$ cat src/sv/binary_max_heap_core_macros.svh
// Assertion macros for the heap core.
`ifndef BINARY_MAX_HEAP_CORE_MACROS_SVH
`define BINARY_MAX_HEAP_CORE_MACROS_SVH
`ifndef SYNTHESIS
`define BMH_ASSERT_SAME(label, clk, rst_n, ante, cons, msg) \
    label: assert property (@(posedge clk) disable iff (!rst_n) (ante) |-> (cons)) \
        else $error(msg);
`define BMH_ASSERT_NEXT(label, clk, rst_n, ante, cons, msg) \
    label: assert property (@(posedge clk) disable iff (!rst_n) (ante) |=> (cons)) \
        else $error(msg);
`else
`define BMH_ASSERT_SAME(label, clk, rst_n, ante, cons, msg)
`define BMH_ASSERT_NEXT(label, clk, rst_n, ante, cons, msg)
`endif
`endif

$ cat src/sv/bmh_pkg.sv
// Types and codes shared by the heap core and its storage.
package bmh_pkg;

    localparam int CAPACITY = 64;
    localparam int DATA_W   = 32;
    localparam int COUNT_W  = $clog2(CAPACITY + 1);

    localparam logic OP_INSERT  = 1'b0;
    localparam logic OP_REPLACE = 1'b1;

    localparam logic [1:0] ST_OK    = 2'd0;
    localparam logic [1:0] ST_FULL  = 2'd1;
    localparam logic [1:0] ST_EMPTY = 2'd2;

    typedef struct packed {
        logic                     op;
        logic signed [DATA_W-1:0] value;
    } t_request;

    typedef struct packed {
        logic signed [DATA_W-1:0] top_value;
        logic [COUNT_W-1:0]       entry_count;
        logic [1:0]               status;
    } t_result;

endpackage

$ cat src/sv/binary_max_heap_core.sv
// Binary max-heap priority queue: control sequencer around the heap storage.
//
// Request channel: drive i_request (op, value) and raise start; the request
// is taken at a clock edge where start is high and busy is low. busy stays
// high while the sift runs.
// Result channel: o_strobe is high for exactly one cycle with o_result
// (top value, entry count, status); the receiver must take it then.
// Result timing: a refused request, or an insert into an empty heap, gives
// its result in the cycle after acceptance. Otherwise the walk makes one
// registered memory read per heap level, plus a root write in S_UP_FIN when
// an inserted value climbs to the root, before the result shows.
// busy falls in the cycle the result shows, so the next request can be taken
// then; no new request is taken while a walk runs.
// Reset clears the entry count and the sequencer; the storage is not
// cleared, since only entries below the count are ever used.
`include "binary_max_heap_core_macros.svh"
module binary_max_heap_core (
    input  logic              i_clk,
    input  logic              i_rst_n,
    input  logic              start,
    input  bmh_pkg::t_request i_request,
    output logic              busy,
    output logic              o_strobe,
    output bmh_pkg::t_result  o_result
);
    import bmh_pkg::*;

    localparam int AW = $clog2(CAPACITY);
    localparam int CW = $clog2(CAPACITY + 1);

    typedef enum logic [1:0] {
        S_IDLE,
        S_UP,
        S_UP_FIN,
        S_DN
    } t_state;

    t_state                   r_state, n_state;
    logic [CW-1:0]            r_count, n_count;
    logic [CW-1:0]            r_idx, n_idx;
    logic signed [DATA_W-1:0] r_val, n_val;
    logic signed [DATA_W-1:0] r_top;
    logic                     r_strobe, n_strobe;
    t_result                  r_result, n_result;
    logic [1:0]               n_status;

    logic                     mem_we;
    logic [AW-1:0]            mem_waddr;
    logic [DATA_W-1:0]        mem_wdata;
    logic [AW-1:0]            mem_raddr_a;
    logic [AW-1:0]            mem_raddr_b;
    logic [DATA_W-1:0]        mem_rdata_a;
    logic [DATA_W-1:0]        mem_rdata_b;

    logic signed [DATA_W-1:0] rd_a;
    logic signed [DATA_W-1:0] rd_b;
    logic [CW:0]              count_up;
    logic [CW:0]              child_l;
    logic [CW:0]              child_r;
    logic [CW:0]              pick_idx;
    logic [CW+1:0]            pick_child;
    logic [CW-1:0]            parent;
    logic                     has_l;
    logic                     has_r;
    logic                     pick_r;
    logic signed [DATA_W-1:0] pick_val;
    logic signed [DATA_W-1:0] fin_top;

    bmh_ram #(
        .DEPTH (CAPACITY),
        .AW    (AW)
    ) u_ram (
        .i_clk     (i_clk),
        .i_we      (mem_we),
        .i_waddr   (mem_waddr),
        .i_wdata   (mem_wdata),
        .i_raddr_a (mem_raddr_a),
        .i_raddr_b (mem_raddr_b),
        .o_rdata_a (mem_rdata_a),
        .o_rdata_b (mem_rdata_b)
    );

    assign rd_a = mem_rdata_a;
    assign rd_b = mem_rdata_b;

    // Walk geometry for the current node.
    assign count_up   = {1'b0, r_count} + 1'b1;
    assign parent     = r_idx >> 1;
    assign child_l    = {r_idx, 1'b0};
    assign child_r    = {r_idx, 1'b1};
    assign has_l      = child_l <= {1'b0, r_count};
    assign has_r      = child_r <= {1'b0, r_count};
    // Take the right child on a tie.
    assign pick_r     = has_r && !(rd_a > rd_b);
    assign pick_val   = pick_r ? rd_b : rd_a;
    assign pick_idx   = pick_r ? child_r : child_l;
    assign pick_child = {pick_idx, 1'b0};

    always_comb begin
        n_state     = r_state;
        n_count     = r_count;
        n_idx       = r_idx;
        n_val       = r_val;
        n_strobe    = 1'b0;
        n_status    = ST_OK;
        mem_we      = 1'b0;
        mem_waddr   = AW'(r_idx - 1'b1);
        mem_wdata   = r_val;
        mem_raddr_a = '0;
        mem_raddr_b = '0;

        case (r_state)
            S_IDLE: begin
                if (start) begin
                    n_val = i_request.value;
                    if (i_request.op == OP_INSERT) begin
                        if (r_count == CW'(CAPACITY)) begin
                            n_strobe = 1'b1;
                            n_status = ST_FULL;
                        end else if (r_count == '0) begin
                            n_count   = CW'(count_up);
                            mem_we    = 1'b1;
                            mem_waddr = '0;
                            mem_wdata = i_request.value;
                            n_strobe  = 1'b1;
                        end else begin
                            n_count     = CW'(count_up);
                            n_idx       = CW'(count_up);
                            mem_raddr_a = AW'((count_up >> 1) - 1'b1);
                            n_state     = S_UP;
                        end
                    end else begin
                        if (r_count == '0) begin
                            n_strobe = 1'b1;
                            n_status = ST_EMPTY;
                        end else begin
                            n_idx       = CW'(1);
                            mem_raddr_a = AW'(1);
                            mem_raddr_b = AW'(2);
                            n_state     = S_DN;
                        end
                    end
                end
            end
            S_UP: begin
                mem_we = 1'b1;
                if (r_val > rd_a) begin
                    // Pull the parent down into the hole and climb.
                    mem_wdata = rd_a;
                    n_idx     = parent;
                    if (parent == CW'(1)) begin
                        n_state = S_UP_FIN;
                    end else begin
                        mem_raddr_a = AW'((parent >> 1) - 1'b1);
                    end
                end else begin
                    n_strobe = 1'b1;
                    n_state  = S_IDLE;
                end
            end
            S_UP_FIN: begin
                mem_we    = 1'b1;
                mem_waddr = '0;
                n_strobe  = 1'b1;
                n_state   = S_IDLE;
            end
            S_DN: begin
                mem_we = 1'b1;
                if (has_l && (r_val < pick_val)) begin
                    // Lift the larger child into the hole and descend.
                    mem_wdata   = pick_val;
                    n_idx       = CW'(pick_idx);
                    mem_raddr_a = AW'(pick_child - 1'b1);
                    mem_raddr_b = AW'(pick_child);
                end else begin
                    n_strobe = 1'b1;
                    n_state  = S_IDLE;
                end
            end
            default: begin
                n_state = S_IDLE;
            end
        endcase

        fin_top = (mem_we && (mem_waddr == '0)) ? $signed(mem_wdata) : r_top;
        n_result.top_value   = (n_count != '0) ? fin_top : '0;
        n_result.entry_count = COUNT_W'(n_count);
        n_result.status      = n_status;
    end

    always_ff @(posedge i_clk) begin
        if (!i_rst_n) begin
            r_state  <= S_IDLE;
            r_count  <= '0;
            r_strobe <= 1'b0;
        end else begin
            r_state  <= n_state;
            r_count  <= n_count;
            r_strobe <= n_strobe;
        end
        r_idx <= n_idx;
        r_val <= n_val;
        if (n_strobe) begin
            r_result <= n_result;
        end
        // Mirror the root entry.
        if (mem_we && (mem_waddr == '0)) begin
            r_top <= mem_wdata;
        end
    end

    assign busy     = (r_state != S_IDLE);
    assign o_strobe = r_strobe;
    assign o_result = r_result;

    `BMH_ASSERT_SAME(a_count_bound, i_clk, i_rst_n, 1'b1, r_count <= CW'(CAPACITY), "count above capacity")
    `BMH_ASSERT_SAME(a_strobe_idle, i_clk, i_rst_n, r_strobe, !busy, "result shown while busy")
    `BMH_ASSERT_NEXT(a_full_refuse, i_clk, i_rst_n, start && !busy && (i_request.op == OP_INSERT) && (r_count == CW'(CAPACITY)), r_strobe && (r_result.status == ST_FULL), "full insert not refused")
    `BMH_ASSERT_NEXT(a_empty_refuse, i_clk, i_rst_n, start && !busy && (i_request.op == OP_REPLACE) && (r_count == '0), r_strobe && (r_result.status == ST_EMPTY), "empty replace not refused")
    `BMH_ASSERT_SAME(a_ok_nonempty, i_clk, i_rst_n, r_strobe && (r_result.status == ST_OK), r_count != '0, "ok result with empty heap")

endmodule

$ cat src/sv/bmh_ram.sv
// Heap storage: one write port, two registered read ports.
module bmh_ram #(
    parameter int DEPTH = 64,
    parameter int AW    = 6
) (
    input  logic                       i_clk,
    input  logic                       i_we,
    input  logic [AW-1:0]              i_waddr,
    input  logic [bmh_pkg::DATA_W-1:0] i_wdata,
    input  logic [AW-1:0]              i_raddr_a,
    input  logic [AW-1:0]              i_raddr_b,
    output logic [bmh_pkg::DATA_W-1:0] o_rdata_a,
    output logic [bmh_pkg::DATA_W-1:0] o_rdata_b
);
    import bmh_pkg::*;

    logic [DATA_W-1:0] r_mem [DEPTH];
    logic [DATA_W-1:0] r_rdata_a;
    logic [DATA_W-1:0] r_rdata_b;

    always_ff @(posedge i_clk) begin
        if (i_we) begin
            r_mem[i_waddr] <= i_wdata;
        end
        r_rdata_a <= r_mem[i_raddr_a];
        r_rdata_b <= r_mem[i_raddr_b];
    end

    assign o_rdata_a = r_rdata_a;
    assign o_rdata_b = r_rdata_b;

endmodule
$ cat config.mk
export PLATFORM = sky130hd
export DESIGN_NAME = binary_max_heap_core
export DESIGN_NICKNAME = d
export VERILOG_FILES = /design/src/sv/bmh_pkg.sv /design/src/sv/binary_max_heap_core.sv /design/src/sv/bmh_ram.sv
export VERILOG_INCLUDE_DIRS = /design/src /design/src/sv
export SDC_FILE = /design/constraint.sdc
export NUM_CORES = 2
export LEC_CHECK = 0
export ABC_CLOCK_PERIOD_IN_PS = 15250
export BUFFER_PORTS_ARGS = -buffer_cell sky130_fd_sc_hd__buf_2
export CORE_MARGIN = 3
export CORE_UTILIZATION = 30
export CTS_BUF_LIST = sky130_fd_sc_hd__clkbuf_8 sky130_fd_sc_hd__clkbuf_16
export DETAILED_ROUTE_END_ITERATION = 10
export PLACE_DENSITY = 0.42
export SLEW_MARGIN = 20
export SYNTH_ARGS = -nofsm -noshare
export SYNTH_HDL_FRONTEND = slang
export SYNTH_SLANG_ARGS = --single-unit
$ cat constraint.sdc
create_clock -name i_clk -period 15.25 [get_ports i_clk]
set_clock_uncertainty 0.1 [all_clocks]
set_input_delay 3.05 -clock i_clk [delete_from_list [all_inputs] [get_ports i_clk]]
set_output_delay 3.05 -clock i_clk [all_outputs]
set_load 0.02 [all_outputs]
==> metrics.txt <==
outcome completed; total global routing track utilization between 20 and 30%; Syn Nets a little over 8000; CP Class flop to flop; core area around 330000 µm²; Hold Buf Count CTS 0; metal2 WL 212000 µm; CP max stage delay 0.84 ns; Crit path max-delay family compound AO/OA/AOI/OAI gates; Post-DP Area ~110000 µm²; RSZ-0062 raised after global routing false; class of the worst hold path flop to flop; leading cell types by count after synthesis edfxtp_1 (2128), nand2_1 (1264), a21oi_1 (501), nand3_1 (374), clkbuf_1 (353); crit path DAT roughly 11 ns; CTS sink count between 2000 and 2500; instance count of the mapped netlist about 8000; dominant synthesized flop cell edfxtp_1; most frequent cell after synthesis edfxtp_1; wire length on met3 about 50000 µm; dpl cells between 10000 and 15000; worst skew pair latency roughly 0.87 ns; WL met1 202000 µm; Achievable Freq between 90 and 100 MHz; Clock power frac approximately a quarter; # resized after CTS 0; adder-cell share of the synthesized area under 10%; Synth area leader edfxtp_1; Via Count about 77000; clock buffer depth 4; Logic pwr share between 30% and 40%; worst-path fanout max between 60 and 70; final setup vio count 0; Final ANT Viol Nets 0; routed vias/inst around 6.1; mean cell area of the mapped netlist between 10 and 15 µm²; Reg power frac around 37%; Worst Path Buf+Inv 4; initial antenna violation count 38; leakage power 37.3 nW; initial detailed-routing violation count about 11000; Post-layout nets about 8000; number of port buffers 78; EDFF count, synth between 2000 and 2500; largest cells by area after synthesis edfxtp_1 (64%), nand2_1 (4.7%), mux4_2 (2.9%), a21oi_1 (2.5%), o211ai_1 (2.4%); CTS tree yes; postcts setup bufs 0; Netlist cell types 83; slowest CP cell nand3_1; Crit path top cell by count buf_4; fill count ~32000; MaxCap Viol Count 0; Num CTS Buffers around 270; H-tree Lvls 5; Seq/Total Area, Yosys 65.9%; Setup crit end kind flop; Residual DRC 0; setup_tns 0 ns; worst slew pin tran roughly 1.2 ns; CP Launch Type flop; die width slightly below 600 µm; max layer used met5; grt ovf 0; initial core utilization between 30% and 40%; internal power around 14 mW; Synth Area in Compound Gates between 10% and 20%; Top Ports just under 80; Routed WL 492000 µm; Sw Share between 40 and 50%; largest net degree at the start of global routing approximately 120; Final Cycle Share just over 70%; Synth Cell Area ~100000 µm²; wire per inst just under 40 µm; mux cell area share after synthesis under 10%; FFs w/ async S/R, synth 0%; final instance area roughly 120000 µm²; main combinational cell family by area after synthesis simple AND/OR/NAND/NOR gates; Synth top area share approximately 64%; DIE AREA around 340000 µm²; Synth Area in Simple Gates about an eighth; xor and xnor fraction of the mapped netlist area less than 1%; YS warnings 0; non-filler cells, final 12559; Pre-antenna DRT Iters 6; pwr/cell area roughly 220 nW/µm²; final count of hold timing violations 0; Slew Viols, Final 0; gpl congestion between 0.9 and 1; Root Buffer clkbuf_16; worst vdd ir a little over 200 µV; R2R Setup Slk approximately 4.4 ns; num rows approximately 210; number of global-route vias before repair 72924; Slew HR between 10% and 20%; multi-input logic area 32200 µm²; clock-pin slew on the worst setup and hold paths roughly 0.06 ns; share of layout cells above drive strength 1 between 10 and 15%; first-pass GRT wire length 657000 µm; P&R area growth vs syn 15.0%; fin crit period 10.86 ns; register area ~66000 µm²; switching pwr ~10 mW; Die Ht between 500 and 600 µm; DP HPWL 288000 µm; register bit total from synthesis approximately 2200; worst path required time about 16 ns
-- registers in the layout, summed over array words and instances, names as in the netlist --
signal	count
u_ram.r_mem	2048
o_result	41
r_top	32
r_val	32
u_ram.o_rdata_a	32
u_ram.o_rdata_b	32
r_count	7
r_idx	7
r_state	2
o_strobe	1
-- cell families after synthesis --
logic type,after synthesis
compound gates,1809
fa+ha+maj,114
xor+xnor,24
mux,362
simple gates,2710
buf+inv,729
flops,2234
-- worst register-to-register path: cells and delay by family (launching register included) --
family / cells / cell delay, ns
compound gates: 11 / 4.00
fa+ha+maj: 2 / 0.59
buf+inv: 4 / 1.60
flops: 1 / 0.81
mux: 1 / 0.65
simple gates: 8 / 2.68
-- placed cells by master, fill, tap and decap left out, types with 15 or more instances in the layout --
master and count:
o311ai_0 29, a211o_1 15, ha_1 112, nor2_1 265, a21oi_1 478, o211ai_1 317, nand3_1 374, nor3_1 255
a221oi_1 25, mux4_2 128, a21oi_4 24, o31ai_1 21, xnor2_1 18, nand2_1 1251, edfxtp_1 2128, clkinv_1 45
a311oi_1 38, o41a_1 34, clkinv_2 31, a2111oi_0 35, nor2_4 69, dfxtp_1 106, nand4_1 48, and3_1 55
a22oi_1 79, buf_4 263, mux2_2 45, buf_12 23, a31oi_1 99, inv_1 163, o22ai_1 103, o221ai_1 54
o21ai_0 250, clkbuf_8 16, mux2i_1 188, or3_1 309, clkbuf_16 275, o21a_1 17, buf_2 78, a211oi_1 42
-- worst paths after layout --
kind / depth (start not counted) / startpoint / end
max reg2reg: 26 / u_ram.o_rdata_b[12]$_DFF_P_ / u_ram.o_rdata_b[28]$_DFF_P_
max: 26 / u_ram.o_rdata_b[12]$_DFF_P_ / u_ram.o_rdata_b[28]$_DFF_P_
min reg2reg: 2 / r_top[4]$_DFF_P_ / r_top[4]$_DFF_P_
min: 2 / r_top[4]$_DFF_P_ / r_top[4]$_DFF_P_
-- layer usage --
metal	global-route usage, %	vias up
met1	38.7	40241
met4	13.7	22
met5	0	-
met2	41.3	4874
met3	5.94	1001
li1	-	30794
-- power groups by stage --
stage | clock network [mW] | registers, mW | logic, mW
global route | 6.40 | 9.27 | 9.82
global placement | 0 | 9.36 | 9.24
floorplan | 0 | 9.30 | 4.61
detailed placement | 0 | 9.36 | 9.24
CTS | 6.18 | 9.23 | 9.24
finish | 6.11 | 9.25 | 9.42
-- per-stage QoR --
stage / power [mW] / hold WS, ns / util (%) / setup WS (ns)
floorplan: 13.9 / 0.319 / - / 6.69
global placement: 18.6 / 0.334 / 32.3 / 4.67
detailed placement: 18.6 / 0.339 / 32.3 / 4.56
CTS: 24.7 / 0.352 / 34.8 / 4.54
global route: 25.5 / 0.380 / 34.8 / 4.04
finish: 24.8 / 0.350 / 34.8 / 4.39
-- final cells by class --
cell class	instances	area share [%]
flip-flops and latches	2234	57.3
repair buffers	369	2.55
clock buffers	291	6.17
clock inverters	167	0.873
inverters	102	0.335
well taps	4366	4.74
diodes	11	0.0239
multi-input cells	5019	28.0
Note: power is estimated with default switching activity, not from simulation.
